[src/hw/rtl/urxft_pkg.sv]
`default_nettype none

package urxft_pkg;

   // Field widths
   localparam int FUNC_W = 3;
   localparam int BYTE_W = 8;
   localparam int CODE_W = 3;
   localparam int ERR_W  = 2;
   localparam int CNT_W  = 16;

   // Event codes on req_func
   localparam logic [FUNC_W-1:0] FUNC_RX_BYTE   = 3'd0;
   localparam logic [FUNC_W-1:0] FUNC_READ_NB   = 3'd1;
   localparam logic [FUNC_W-1:0] FUNC_READ_TMO  = 3'd2;
   localparam logic [FUNC_W-1:0] FUNC_TICK      = 3'd3;
   localparam logic [FUNC_W-1:0] FUNC_FLUSH     = 3'd4;

   // Read outcome codes on rsp_code
   localparam logic [CODE_W-1:0] CODE_NONE    = 3'd0;
   localparam logic [CODE_W-1:0] CODE_DATA    = 3'd1;
   localparam logic [CODE_W-1:0] CODE_EMPTY   = 3'd2;
   localparam logic [CODE_W-1:0] CODE_TIMEOUT = 3'd3;
   localparam logic [CODE_W-1:0] CODE_WAIT    = 3'd4;

   // Error codes on rsp_error_code
   localparam logic [ERR_W-1:0] ERR_NONE     = 2'd0;
   localparam logic [ERR_W-1:0] ERR_OVERFLOW = 2'd1;
   localparam logic [ERR_W-1:0] ERR_TIMEOUT  = 2'd2;

   localparam logic [CNT_W-1:0] TIMEOUT_RESET = 16'd1000;
   localparam logic [CNT_W-1:0] CNT_MAX       = 16'hFFFF;

   // Ring commands, at most one per cycle
   typedef struct packed {
      logic push;
      logic pop;
      logic flush;
   } ring_ctrl_type;

endpackage

`default_nettype wire

[src/hw/rtl/uart_rx_fifo_timed_read_core.sv]
`default_nettype none

// Channel   Direction  Ports                                   Transfer when
// req_      in         req_func, req_rx_byte                   req_valid && !req_stall
// rsp_      out        rsp_code, rsp_data, rsp_have_data,      rsp_valid && !rsp_stall
//                      rsp_error_code, rsp_timed_out, rsp_fill
// csr_      in         csr_wdata (timeout in ticks)            csr_we
//
// Cycles: one event per clock while rsp_stall is low; an event is taken into the input
//   register, then moves into the result register, from which it transfers out. The
//   ring's registered read port keeps the oldest byte prefetched, so a read need not
//   wait for the memory.
// Reset: synchronous; empties the ring, clears error, flag and wait, timeout back to 1000.
// Stalls: rsp_stall holds the result register; req_stall rises only when the input
//   register holds an event that cannot move into a held result register.

module uart_rx_fifo_timed_read_core #(
   parameter int QUEUE_DEPTH = 8
) (
   input  wire                                   clock,
   input  wire                                   reset,
   // event channel
   input  wire                                   req_valid,
   output logic                                  req_stall,
   input  wire  [urxft_pkg::FUNC_W-1:0]          req_func,
   input  wire  [urxft_pkg::BYTE_W-1:0]          req_rx_byte,
   // result channel
   output logic                                  rsp_valid,
   input  wire                                   rsp_stall,
   output logic [urxft_pkg::CODE_W-1:0]          rsp_code,
   output logic [urxft_pkg::BYTE_W-1:0]          rsp_data,
   output logic                                  rsp_have_data,
   output logic [urxft_pkg::ERR_W-1:0]           rsp_error_code,
   output logic                                  rsp_timed_out,
   output logic [$clog2(QUEUE_DEPTH+1)-1:0]      rsp_fill,
   // timeout register
   input  wire                                   csr_we,
   input  wire  [urxft_pkg::CNT_W-1:0]           csr_wdata
);
   import urxft_pkg::*;

   localparam int FILL_W = $clog2(QUEUE_DEPTH+1);

   // Input register
   logic              in_valid_ff, in_valid_in;
   logic [FUNC_W-1:0] in_func_ff;
   logic [BYTE_W-1:0] in_byte_ff;

   // Block state
   logic [CNT_W-1:0]  timeout_ms_ff, timeout_ms_in;
   logic [ERR_W-1:0]  last_error_ff, last_error_in;
   logic              timeout_flag_ff, timeout_flag_in;
   logic              wait_active_ff, wait_active_in;
   logic [CNT_W-1:0]  wait_count_ff, wait_count_in;

   // Result register
   logic              rsp_valid_ff, rsp_valid_in;
   logic [CODE_W-1:0] rsp_code_ff, rsp_code_in;
   logic [BYTE_W-1:0] rsp_data_ff, rsp_data_in;
   logic              rsp_have_ff;
   logic [ERR_W-1:0]  rsp_err_ff;
   logic              rsp_tmo_ff;
   logic [FILL_W-1:0] rsp_fill_ff;

   ring_ctrl_type     ring_ctrl;
   logic [BYTE_W-1:0] ring_head;
   logic [FILL_W-1:0] ring_fill;
   logic [FILL_W-1:0] fill_after;
   logic              has_data;
   logic              ring_full;
   logic              advance;
   logic              req_take;

   assign has_data  = (ring_fill != '0);
   assign ring_full = (ring_fill == FILL_W'(QUEUE_DEPTH));

   // Move the held event on whenever the result register is empty or being drained.
   assign advance   = in_valid_ff && (!rsp_valid_ff || !rsp_stall);
   assign req_stall = in_valid_ff && !advance;
   assign req_take  = req_valid && !req_stall;

   assign in_valid_in = req_take || (in_valid_ff && !advance);

   urxft_ring #(
      .QUEUE_DEPTH (QUEUE_DEPTH)
   ) u_ring (
      .clock (clock),
      .reset (reset),
      .ctrl  (ring_ctrl),
      .wdata (in_byte_ff),
      .head  (ring_head),
      .fill  (ring_fill)
   );

   // Event decode: one pass from the input register into the result register.
   always_comb begin
      ring_ctrl       = '0;
      last_error_in   = last_error_ff;
      timeout_flag_in = timeout_flag_ff;
      wait_active_in  = wait_active_ff;
      wait_count_in   = wait_count_ff;
      rsp_code_in     = CODE_NONE;
      rsp_data_in     = '0;
      fill_after      = ring_fill;

      if (advance) begin
         case (in_func_ff)
            FUNC_RX_BYTE: begin
               if (!ring_full) begin
                  ring_ctrl.push = 1'b1;
                  fill_after     = ring_fill + FILL_W'(1);
                  last_error_in  = ERR_NONE;
               end else begin
                  // drop the byte
                  last_error_in  = ERR_OVERFLOW;
               end
            end
            FUNC_READ_NB: begin
               if (has_data) begin
                  ring_ctrl.pop = 1'b1;
                  fill_after    = ring_fill - FILL_W'(1);
                  rsp_data_in   = ring_head;
                  rsp_code_in   = CODE_DATA;
               end else begin
                  rsp_code_in   = CODE_EMPTY;
               end
            end
            FUNC_READ_TMO: begin
               // restart: clear status and cancel any wait in progress
               timeout_flag_in = 1'b0;
               last_error_in   = ERR_NONE;
               wait_active_in  = 1'b0;
               wait_count_in   = '0;
               if (has_data) begin
                  ring_ctrl.pop = 1'b1;
                  fill_after    = ring_fill - FILL_W'(1);
                  rsp_data_in   = ring_head;
                  rsp_code_in   = CODE_DATA;
               end else if (timeout_ms_ff == '0) begin
                  last_error_in   = ERR_TIMEOUT;
                  timeout_flag_in = 1'b1;
                  rsp_code_in     = CODE_TIMEOUT;
               end else begin
                  wait_active_in  = 1'b1;
                  rsp_code_in     = CODE_WAIT;
               end
            end
            FUNC_TICK: begin
               if (wait_active_ff) begin
                  // saturate the tick count
                  if (wait_count_ff != CNT_MAX) begin
                     wait_count_in = wait_count_ff + CNT_W'(1);
                  end
                  if (has_data) begin
                     ring_ctrl.pop  = 1'b1;
                     fill_after     = ring_fill - FILL_W'(1);
                     rsp_data_in    = ring_head;
                     rsp_code_in    = CODE_DATA;
                     wait_active_in = 1'b0;
                  end else if (wait_count_in >= timeout_ms_ff) begin
                     last_error_in   = ERR_TIMEOUT;
                     timeout_flag_in = 1'b1;
                     wait_active_in  = 1'b0;
                     rsp_code_in     = CODE_TIMEOUT;
                  end else begin
                     rsp_code_in     = CODE_WAIT;
                  end
               end
            end
            FUNC_FLUSH: begin
               // empty the ring, keep a pending wait running
               ring_ctrl.flush = 1'b1;
               fill_after      = '0;
            end
            default: begin
            end
         endcase
      end

      // A register write clears the error code.
      if (csr_we) begin
         last_error_in = ERR_NONE;
      end
   end

   assign timeout_ms_in = csr_we ? csr_wdata : timeout_ms_ff;
   assign rsp_valid_in  = advance || (rsp_valid_ff && rsp_stall);

   always_ff @(posedge clock) begin
      if (reset) begin
         in_valid_ff     <= 1'b0;
         rsp_valid_ff    <= 1'b0;
         timeout_ms_ff   <= TIMEOUT_RESET;
         last_error_ff   <= ERR_NONE;
         timeout_flag_ff <= 1'b0;
         wait_active_ff  <= 1'b0;
         wait_count_ff   <= '0;
      end else begin
         in_valid_ff     <= in_valid_in;
         rsp_valid_ff    <= rsp_valid_in;
         timeout_ms_ff   <= timeout_ms_in;
         last_error_ff   <= last_error_in;
         timeout_flag_ff <= timeout_flag_in;
         wait_active_ff  <= wait_active_in;
         wait_count_ff   <= wait_count_in;
      end
   end

   // Payload registers: load on transfer in, load the result when the event moves on.
   always_ff @(posedge clock) begin
      if (req_take) begin
         in_func_ff <= req_func;
         in_byte_ff <= req_rx_byte;
      end
      if (advance) begin
         rsp_code_ff <= rsp_code_in;
         rsp_data_ff <= rsp_data_in;
         rsp_have_ff <= (fill_after != '0);
         rsp_err_ff  <= last_error_in;
         rsp_tmo_ff  <= timeout_flag_in;
         rsp_fill_ff <= fill_after;
      end
   end

   assign rsp_valid      = rsp_valid_ff;
   assign rsp_code       = rsp_code_ff;
   assign rsp_data       = rsp_data_ff;
   assign rsp_have_data  = rsp_have_ff;
   assign rsp_error_code = rsp_err_ff;
   assign rsp_timed_out  = rsp_tmo_ff;
   assign rsp_fill       = rsp_fill_ff;

endmodule

`default_nettype wire

[src/hw/rtl/urxft_ring.sv]
`default_nettype none

module urxft_ring #(
   parameter int QUEUE_DEPTH = 8
) (
   input  wire                                   clock,
   input  wire                                   reset,
   input  urxft_pkg::ring_ctrl_type              ctrl,
   input  wire  [urxft_pkg::BYTE_W-1:0]          wdata,
   output logic [urxft_pkg::BYTE_W-1:0]          head,
   output logic [$clog2(QUEUE_DEPTH+1)-1:0]      fill
);
   import urxft_pkg::*;

   localparam int PTR_W  = $clog2(QUEUE_DEPTH);
   localparam int FILL_W = $clog2(QUEUE_DEPTH+1);

   logic [BYTE_W-1:0] mem [QUEUE_DEPTH];

   logic [PTR_W-1:0]  wr_ptr_ff, wr_ptr_in;
   logic [PTR_W-1:0]  rd_ptr_ff, rd_ptr_in;
   logic [FILL_W-1:0] fill_ff, fill_in;
   logic [BYTE_W-1:0] head_ff;

   always_comb begin
      wr_ptr_in = wr_ptr_ff;
      rd_ptr_in = rd_ptr_ff;
      fill_in   = fill_ff;
      if (ctrl.flush) begin
         wr_ptr_in = '0;
         rd_ptr_in = '0;
         fill_in   = '0;
      end else if (ctrl.push) begin
         wr_ptr_in = (wr_ptr_ff == PTR_W'(QUEUE_DEPTH-1)) ? '0 : wr_ptr_ff + PTR_W'(1);
         fill_in   = fill_ff + FILL_W'(1);
      end else if (ctrl.pop) begin
         rd_ptr_in = (rd_ptr_ff == PTR_W'(QUEUE_DEPTH-1)) ? '0 : rd_ptr_ff + PTR_W'(1);
         fill_in   = fill_ff - FILL_W'(1);
      end
   end

   // Keep the oldest byte prefetched; forward a byte written to the slot being fetched.
   always_ff @(posedge clock) begin
      if (ctrl.push && !ctrl.flush) begin
         mem[wr_ptr_ff] <= wdata;
      end
      if (ctrl.push && !ctrl.flush && (wr_ptr_ff == rd_ptr_in)) begin
         head_ff <= wdata;
      end else begin
         head_ff <= mem[rd_ptr_in];
      end
   end

   always_ff @(posedge clock) begin
      if (reset) begin
         wr_ptr_ff <= '0;
         rd_ptr_ff <= '0;
         fill_ff   <= '0;
      end else begin
         wr_ptr_ff <= wr_ptr_in;
         rd_ptr_ff <= rd_ptr_in;
         fill_ff   <= fill_in;
      end
   end

   assign head = head_ff;
   assign fill = fill_ff;

endmodule

`default_nettype wire

[config.mk]
export PLATFORM = sky130hd
export DESIGN_NAME = uart_rx_fifo_timed_read_core
export DESIGN_NICKNAME = d
export VERILOG_FILES = /design/src/hw/rtl/urxft_pkg.sv /design/src/hw/rtl/uart_rx_fifo_timed_read_core.sv /design/src/hw/rtl/urxft_ring.sv
export SDC_FILE = /design/constraint.sdc
export NUM_CORES = 1
export LEC_CHECK = 0
export ABC_AREA = 0
export BUFFER_PORTS_ARGS = -buffer_cell sky130_fd_sc_hd__buf_4
export CAP_MARGIN = 10
export CORE_MARGIN = 2
export CORE_UTILIZATION = 60
export CTS_CLUSTER_DIAMETER = 200
export CTS_CLUSTER_SIZE = 25
export DETAILED_ROUTE_END_ITERATION = 10
export PLACE_DENSITY = 0.85
export RECOVER_POWER = 50
export SETUP_SLACK_MARGIN = 0.3
export SYNTH_ARGS = -nofsm -noshare
export SYNTH_HDL_FRONTEND = slang
export SYNTH_SLANG_ARGS = --single-unit
[constraint.sdc]
create_clock -name clock -period 4.25 [get_ports clock]
set_clock_uncertainty 0.05 [all_clocks]
set_input_delay 0.425 -clock clock [delete_from_list [all_inputs] [get_ports clock]]
set_output_delay 0.425 -clock clock [all_outputs]
set_load 0.01 [all_outputs]
==> flow_summary.yaml, run 1 <==
logic_synthesis:
  ys_ff_latch: 145
  synth_most_common_cell: "edfxtp_1"
  syn_area_um2: 6850
  synth_cell_types: 68
  synth_top_area_share_pct: 41.2
  syn_inst: 583
  ys_seq_area_share_pct: 56.2
  ys_warn_count: 0
  synth_edf_count: 94
  yosys-top-cells-count: "edfxtp_1, nand2_1, dfxtp_1"
  async_flop_share_pct: 0
  ys.flop_type: "edfxtp_1"
  avgSynthCellArea_um2: 11.7
  synth_nets: 638
  yosysTopAreaCell: "edfxtp_1"
  synthTopCellsByArea: "edfxtp_1, dfxtp_1, mux4_2, ha_1, nand2_1"
placement:
  dp_hpwl_um: 10100
  placed_area_um2: 7330
  io_buffer_count: 52
  gp_congestion: 0.926
cts:
  post_cts_buffers: 0
  clk_pin_slew_ns: 0.06
  htreeDepth: 4
  clock_latency_ns: 0.42
  cts-root-buf: "clkbuf_16"
  clockBufferDepth: 2
  cts_tree: "yes"
  cts_buffers: 17
  cts_sinks: 145
  cts_resized: 0
  hold_buffers: 0
setup_path:
  reg2reg_to: "rsp_error_code[1]$_DFFE_PP_"
  cp-start-kind: "flop"
  crit_arrival_ns: 3.80
  crit_required_ns: 4.42
  r2r_cells: 10
  timing.critical_path.to_type: "flop"
  setup.worst_path.class: "reg2reg"
  r2r_slack_ns: 0.62
  critPathMaxFanout: 8
  r2r-start: "wait_count_ff[6]$_SDFFE_PP0P_"
global_routing:
  grt.total_usage_pct: 25.1
  grt.overflow.total: 0
  grt_pass1_vias: 4797
  grt_pass1_wl_um: 24100
  antenna_found_initial: 0
  grt_max_degree: 29
floorplan:
  design.portCount: 53
  rows: 39
  die_h_um: 111
  initial_core_util_pct: 60.7
  dieArea_um2: 12300
  dieWidth_um: 111
  coreArea_um2: 11300
power:
  seqPwrFrac_pct: 50.5
  vdd_drop_max_mv: 0.284
  netSwitchingFraction_pct: 22.4
  pwr-share-clk_pct: 44.6
  p_int_mw: 2.39
  p_sw_mw: 0.689
  power.leakage_nw: 2.82
  combPwrFrac_pct: 4.9
  p_per_area_nw_per_um2: 395
sta:
  tightest_slew_ns: 1.40
  finalCritPeriodShare_pct: 85.5
  setup-tns-final_ns: 0
  fmax_mhz: 275
  maxSlewHeadroom_pct: 6.53
  hold_viol: 0
  setup_viol: 0
  finalMaxSlewViolations: 0
  timing.final.crit_period_ns: 3.63
  grt_setup_unrepaired: "no"
detailed_routing:
  post-route-drc-count: 0
  drt_iter0_drc: 610
  vias: 4987
  drt_first_pass_iters: 6
  drt-total-wl_um: 15200
  viasPerCell: 6.31
  ant_nets: 0
  wl_per_cell_um: 19.2
cells_and_area:
  drive_gt1_share_pct: 14.8
  multi_input_comb_area_um2: 2760
  diodes: 0
  final_nets: 689
  nFillCells: 773
  syn2layout_area_growth_pct: 14.0
  final_util_pct: 69.2
  fin_area_um2: 7800
  regArea_um2: 3840
min_path:
  hp-class: "in2reg"
  whs_path_depth: 1
  min_to: "in_byte_ff[3]$_DFFE_PP_"
  min_from: "req_rx_byte[3]"
run_status:
  status: "finished clean"
run:
  max_cap_violations: 0
cell type report:
| type | count | share of cell area, % |
|---|---|---|
| flip-flops and latches | 145 | 49.3 |
| well taps | 143 | 2.29 |
| multi-input cells | 384 | 35.4 |
| repair buffers | 62 | 4.91 |
| clock inverters | 13 | 1.44 |
| inverters | 24 | 1.15 |
| clock buffers | 19 | 5.55 |
per-layer routing:
metal  vias up  track usage, %  part of all wire (%)
li1       2306               -                     -
met1      2374            33.2                    42
met2       265            40.1                    47
met3        42            5.63                   7.4
met4         0            11.4                   2.9
met5         -               0                     0
worst max-delay path: stages (launching register included):
cell	delay, ns
dfxtp_1	0.45
and4_1	0.38
and2_1	0.22
and3_1	0.22
mux2_1	0.34
ha_1	0.28
nor3_1	0.04
o31ai_1	0.71
nor2b_1	0.30
a311oi_1	0.14
a211oi_1	0.31
through the flow:
step / setup slack (ns) / hold WS (ns) / instances / power [mW]
finish: 0.617 / 0.149 / 790 / 3.08
global route: 0.363 / 0.136 / 790 / 3.16
CTS: 0.732 / 0.112 / 789 / 3.09
detailed placement: 0.774 / 0.409 / 757 / 1.74
global placement: 0.975 / 0.398 / 757 / 1.73
floorplan: 1.15 / 0.389 / 583 / 1.67
power groups by stage:
| stage | sequential, mW | combinational (mW) | clock, mW |
|---|---|---|---|
| floorplan | 1.58 | 0.0967 | 0 |
| global placement | 1.58 | 0.149 | 0 |
| detailed placement | 1.58 | 0.154 | 0 |
| CTS | 1.55 | 0.156 | 1.38 |
| global route | 1.56 | 0.165 | 1.44 |
| finish | 1.55 | 0.150 | 1.37 |
how the worst max path moves through the flow:
stage | end | startpoint | slack [ns] | depth (start not counted)
2_1_floorplan | rsp_error_code[1]$_DFFE_PP_ | wait_count_ff[6]$_SDFFE_PP0P_ | 1.15 | 12
3_3_place_gp | rsp_error_code[1]$_DFFE_PP_ | wait_count_ff[6]$_SDFFE_PP0P_ | 0.97 | 10
3_5_place_dp | rsp_error_code[1]$_DFFE_PP_ | wait_count_ff[2]$_SDFFE_PP0P_ | 0.77 | 10
4_1_cts | rsp_error_code[1]$_DFFE_PP_ | wait_count_ff[6]$_SDFFE_PP0P_ | 0.73 | 10
5_1_grt | rsp_error_code[1]$_DFFE_PP_ | wait_count_ff[6]$_SDFFE_PP0P_ | 0.36 | 11
6_report | rsp_error_code[1]$_DFFE_PP_ | wait_count_ff[6]$_SDFFE_PP0P_ | 0.62 | 10
kinds of logic (layout without fill, tap and decap cells):
family	count (synthesis)	count (layout)	synth area share [%]
and+or+nand+nor	190	190	13.7
AOI/OAI and AO/OA	122	122	12.2
adders and majority gates	23	23	4.20
DFF	145	145	56.2
buffers and inverters	54	118	3.67
muxes	40	40	8.90
xor gates and xnor gates	9	9	1.15
registers in the layout, indices dropped and copies added (netlist names), named ones only:
signal	count
last_error_ff	2
u_ring.rd_ptr_ff	3
u_ring.fill	4
rsp_timed_out	1
u_ring.wr_ptr_ff	3
in_valid_ff	1
rsp_error_code	2
rsp_have_data	1
rsp_fill	4
u_ring.mem	64
in_func_ff	3
in_byte_ff	8
timeout_flag_ff	1
rsp_valid	1
wait_active_ff	1
wait_count_ff	16
rsp_code	3
rsp_data	8
timeout_ms_ff	16
placed cells by master, fill, tap and decap left out, types with 10 or more instances in the layout:
| master | count |
|---|---|
| edfxtp_1 | 94 |
| nand2_1 | 57 |
| dfxtp_1 | 51 |
| nor2_1 | 50 |
| a21oi_1 | 31 |
| buf_4 | 27 |
| clkbuf_1 | 25 |
| inv_1 | 23 |
| ha_1 | 23 |
| mux2i_1 | 20 |
| nand3_1 | 18 |
| clkbuf_16 | 17 |
| mux4_2 | 16 |
| o21ai_0 | 14 |
| a31oi_1 | 12 |
| clkbuf_4 | 11 |
| o211ai_1 | 10 |
| nor3_1 | 10 |
Power figures use the tool's default switching activity.
==> run 2, diff against run 1 <==
--- a/config.mk
+++ b/config.mk
@@ -7,12 +7,12 @@
 export LEC_CHECK = 0
 export ABC_AREA = 0
-export BUFFER_PORTS_ARGS = -buffer_cell sky130_fd_sc_hd__buf_4
 export CAP_MARGIN = 10
 export CORE_MARGIN = 2
-export CORE_UTILIZATION = 60
+export CORE_UTILIZATION = 34
 export CTS_CLUSTER_DIAMETER = 200
 export CTS_CLUSTER_SIZE = 25
 export DETAILED_ROUTE_END_ITERATION = 10
-export PLACE_DENSITY = 0.85
+export DONT_BUFFER_PORTS = 1
+export PLACE_DENSITY = 0.53
 export RECOVER_POWER = 50
 export SETUP_SLACK_MARGIN = 0.3
--- a/constraint.sdc
+++ b/constraint.sdc
@@ -3,3 +3,3 @@
 set_input_delay 0.425 -clock clock [delete_from_list [all_inputs] [get_ports clock]]
 set_output_delay 0.425 -clock clock [all_outputs]
-set_load 0.01 [all_outputs]
+set_load 0.1 [all_outputs]
==> run 2 against run 1 <==
  * The flow now finishes with violations (max-capacitance violations, max-slew violations)
  * Combinational power fell by 20%
  * Utilization fell by 29 points
  * Sequential power rose by 4%
  * Design area barely moved
==> flow_summary.yaml, run 2 (synthesized netlist as in run 1, its figures left out) <==
floorplan:
  initial_core_util_pct: 34.9
  dieWidth_um: 146
  rows: 51
  dieArea_um2: 21300
  coreArea_um2: 19600
  die_h_um: 146
  design.portCount: 53
global_routing:
  grt_max_degree: 29
  grt_pass1_wl_um: 24400
  grt.overflow.total: 0
  grt.total_usage_pct: 14.8
  grt_pass1_vias: 4487
  antenna_found_initial: 2
cells_and_area:
  nFillCells: 1880
  fin_cells: 864
  layout_commonest_cell: "edfxtp_1"
  regArea_um2: 3840
  fin_area_um2: 7800
  diodes: 0
  drive_gt1_share_pct: 11.9
  largestRegisters: "u_ring.mem: 64 flops, timeout_ms_ff: 16 flops, wait_count_ff: 16 flops"
  top_register: "u_ring.mem"
  syn2layout_area_growth_pct: 13.9
  multi_input_comb_area_um2: 2770
  final_nets: 641
  largest_reg_flops: 64
  layout_common_cells: "edfxtp_1, nand2_1, dfxtp_1"
power:
  fin_total_pwr_mw: 3.41
  p_per_area_nw_per_um2: 437
  power.leakage_nw: 2.74
  vdd_drop_max_mv: 0.259
min_path:
  hp-class: "in2reg"
  whs_path_depth: 1
sta:
  hold_viol: 0
  maxSlewHeadroom_pct: -2.85
  finalMaxSlewViolations: 29
  timing.final.crit_period_ns: 3.34
  setup-tns-final_ns: 0
  tightest_slew_ns: 1.54
  setup_viol: 0
  fmax_mhz: 299
  finalCritPeriodShare_pct: 78.6
  fin_ws_ns: 0.910
  grt_setup_unrepaired: "no"
cts:
  cts-root-buf: "clkbuf_16"
  htreeDepth: 4
  cts_sinks: 145
  post_cts_buffers: 0
  cts_buffers: 17
  clock_latency_ns: 0.42
  clk_pin_slew_ns: 0.06
  cts_tree: "yes"
  clockBufferDepth: 2
setup_path:
  r2r_cells: 11
  cp-start-kind: "flop"
  crit_required_ns: 4.36
  critPathMaxStageDelay_ns: 0.45
  path_cells: "and4_1 > and3_1 > nand2_1 > xnor2_1 > ha_1 > nand2b_1 > a2111oi_0 > o41ai_1 > buf_4 > a21oi_1 > o21ai_0"
  slowest_stage: "dfxtp_1"
  setup.worst_path.class: "reg2reg"
  critPathMaxFanout: 8
  crit_arrival_ns: 3.45
  timing.critical_path.to_type: "flop"
detailed_routing:
  post-route-drc-count: 0
  ant_nets: 0
  met3WireLength_um: 651
  met2RoutedLength_um: 7410
  drt_first_pass_iters: 5
  wl_per_cell_um: 17.9
  drt_iter0_drc: 427
  viasPerCell: 5.28
  drt-total-wl_um: 15500
  routed.top_layer: "met4"
  vias: 4558
  drt-met1-wl_um: 7180
placement:
  gp_congestion: 0.852
  dp_slack_ns: 0.953
  placed_area_um2: 7130
  dp_hpwl_um: 10400
  dp.cells: 831
  io_buffer_count: 0
run_status:
  failed_checks: "max-capacitance violations, max-slew violations"
  status: "finished with violations"
run:
  max_cap_violations: 1
==> run 2: cell types whose count changed in the layout (fill, tap and decap cells not counted), moves of 2 or more <==
cell	before	now
nor3_1	10	8
buf_4	27	11
clkbuf_4	11	0
clkbuf_1	25	2
bufinv_16	1	6
nor3_2	1	3
clkinvlp_4	4	1
==> run 2: repair_timing <==
action,in CTS,in global routing
hold buffers,0,1
resized for setup,0,0
hold endpoints to repair,0,5
==> run 2: report_power, final <==
part           total, mW  switching, mW  internal [mW]
Sequential          1.61         0.0788           1.53
Clock               1.68          0.583           1.10
Combinational      0.120         0.0771         0.0434
Total               3.41          0.739           2.67
==> run 2: critical path, delay by kind of cell (launching register included) <==
kind	cells	cell delay, ns
XOR/XNOR	1	0.17
buffers and inverters	1	0.17
adder cells (fa/ha/maj)	1	0.26
AND/OR/NAND/NOR	4	0.95
flip-flops	1	0.45
AO/OA/AOI/OAI	4	1.01
==> run 2: per-stage QoR <==
stage	hold slack [ns]	util (%)
2_1_floorplan	0.389	-
3_3_place_gp	0.402	36.4
3_5_place_dp	0.412	36.4
4_1_cts	0.00126	39.8
5_1_grt	0.00138	39.8
6_report	0.0223	39.8
==> run 2: worst paths after layout <==
check | from | endpoint | slack, ns
worst max-delay path | wait_count_ff[6]$_SDFFE_PP0P_ | rsp_code[1]$_DFFE_PP_ | 0.91
worst min register to register | u_ring.rd_ptr_ff[2]$_SDFF_PP0_ | flop | 0.42
worst min-delay path | reset | timeout_ms_ff[4]$_SDFFE_PP0P_ | 0.02
worst max register to register | wait_count_ff[6]$_SDFFE_PP0P_ | rsp_code[1]$_DFFE_PP_ | 0.91
==> run 2: layout make-up <==
| class | instances | area share, % |
|---|---|---|
| Sequential cell | 145 | 49.3 |
| Clock buffer | 17 | 5.45 |
| Inverter | 24 | 1.15 |
| Clock inverter | 15 | 3.06 |
| Tap cell | 265 | 4.25 |
| Multi-Input combinational cell | 384 | 35.5 |
| Timing Repair Buffer | 14 | 1.28 |
==> run 2: routing by layer <==
metal	vias up	track usage, %
met5	-	0
met4	0	4.85
met3	20	4.73
met2	91	23.6
met1	2230	19.0
li1	2217	-
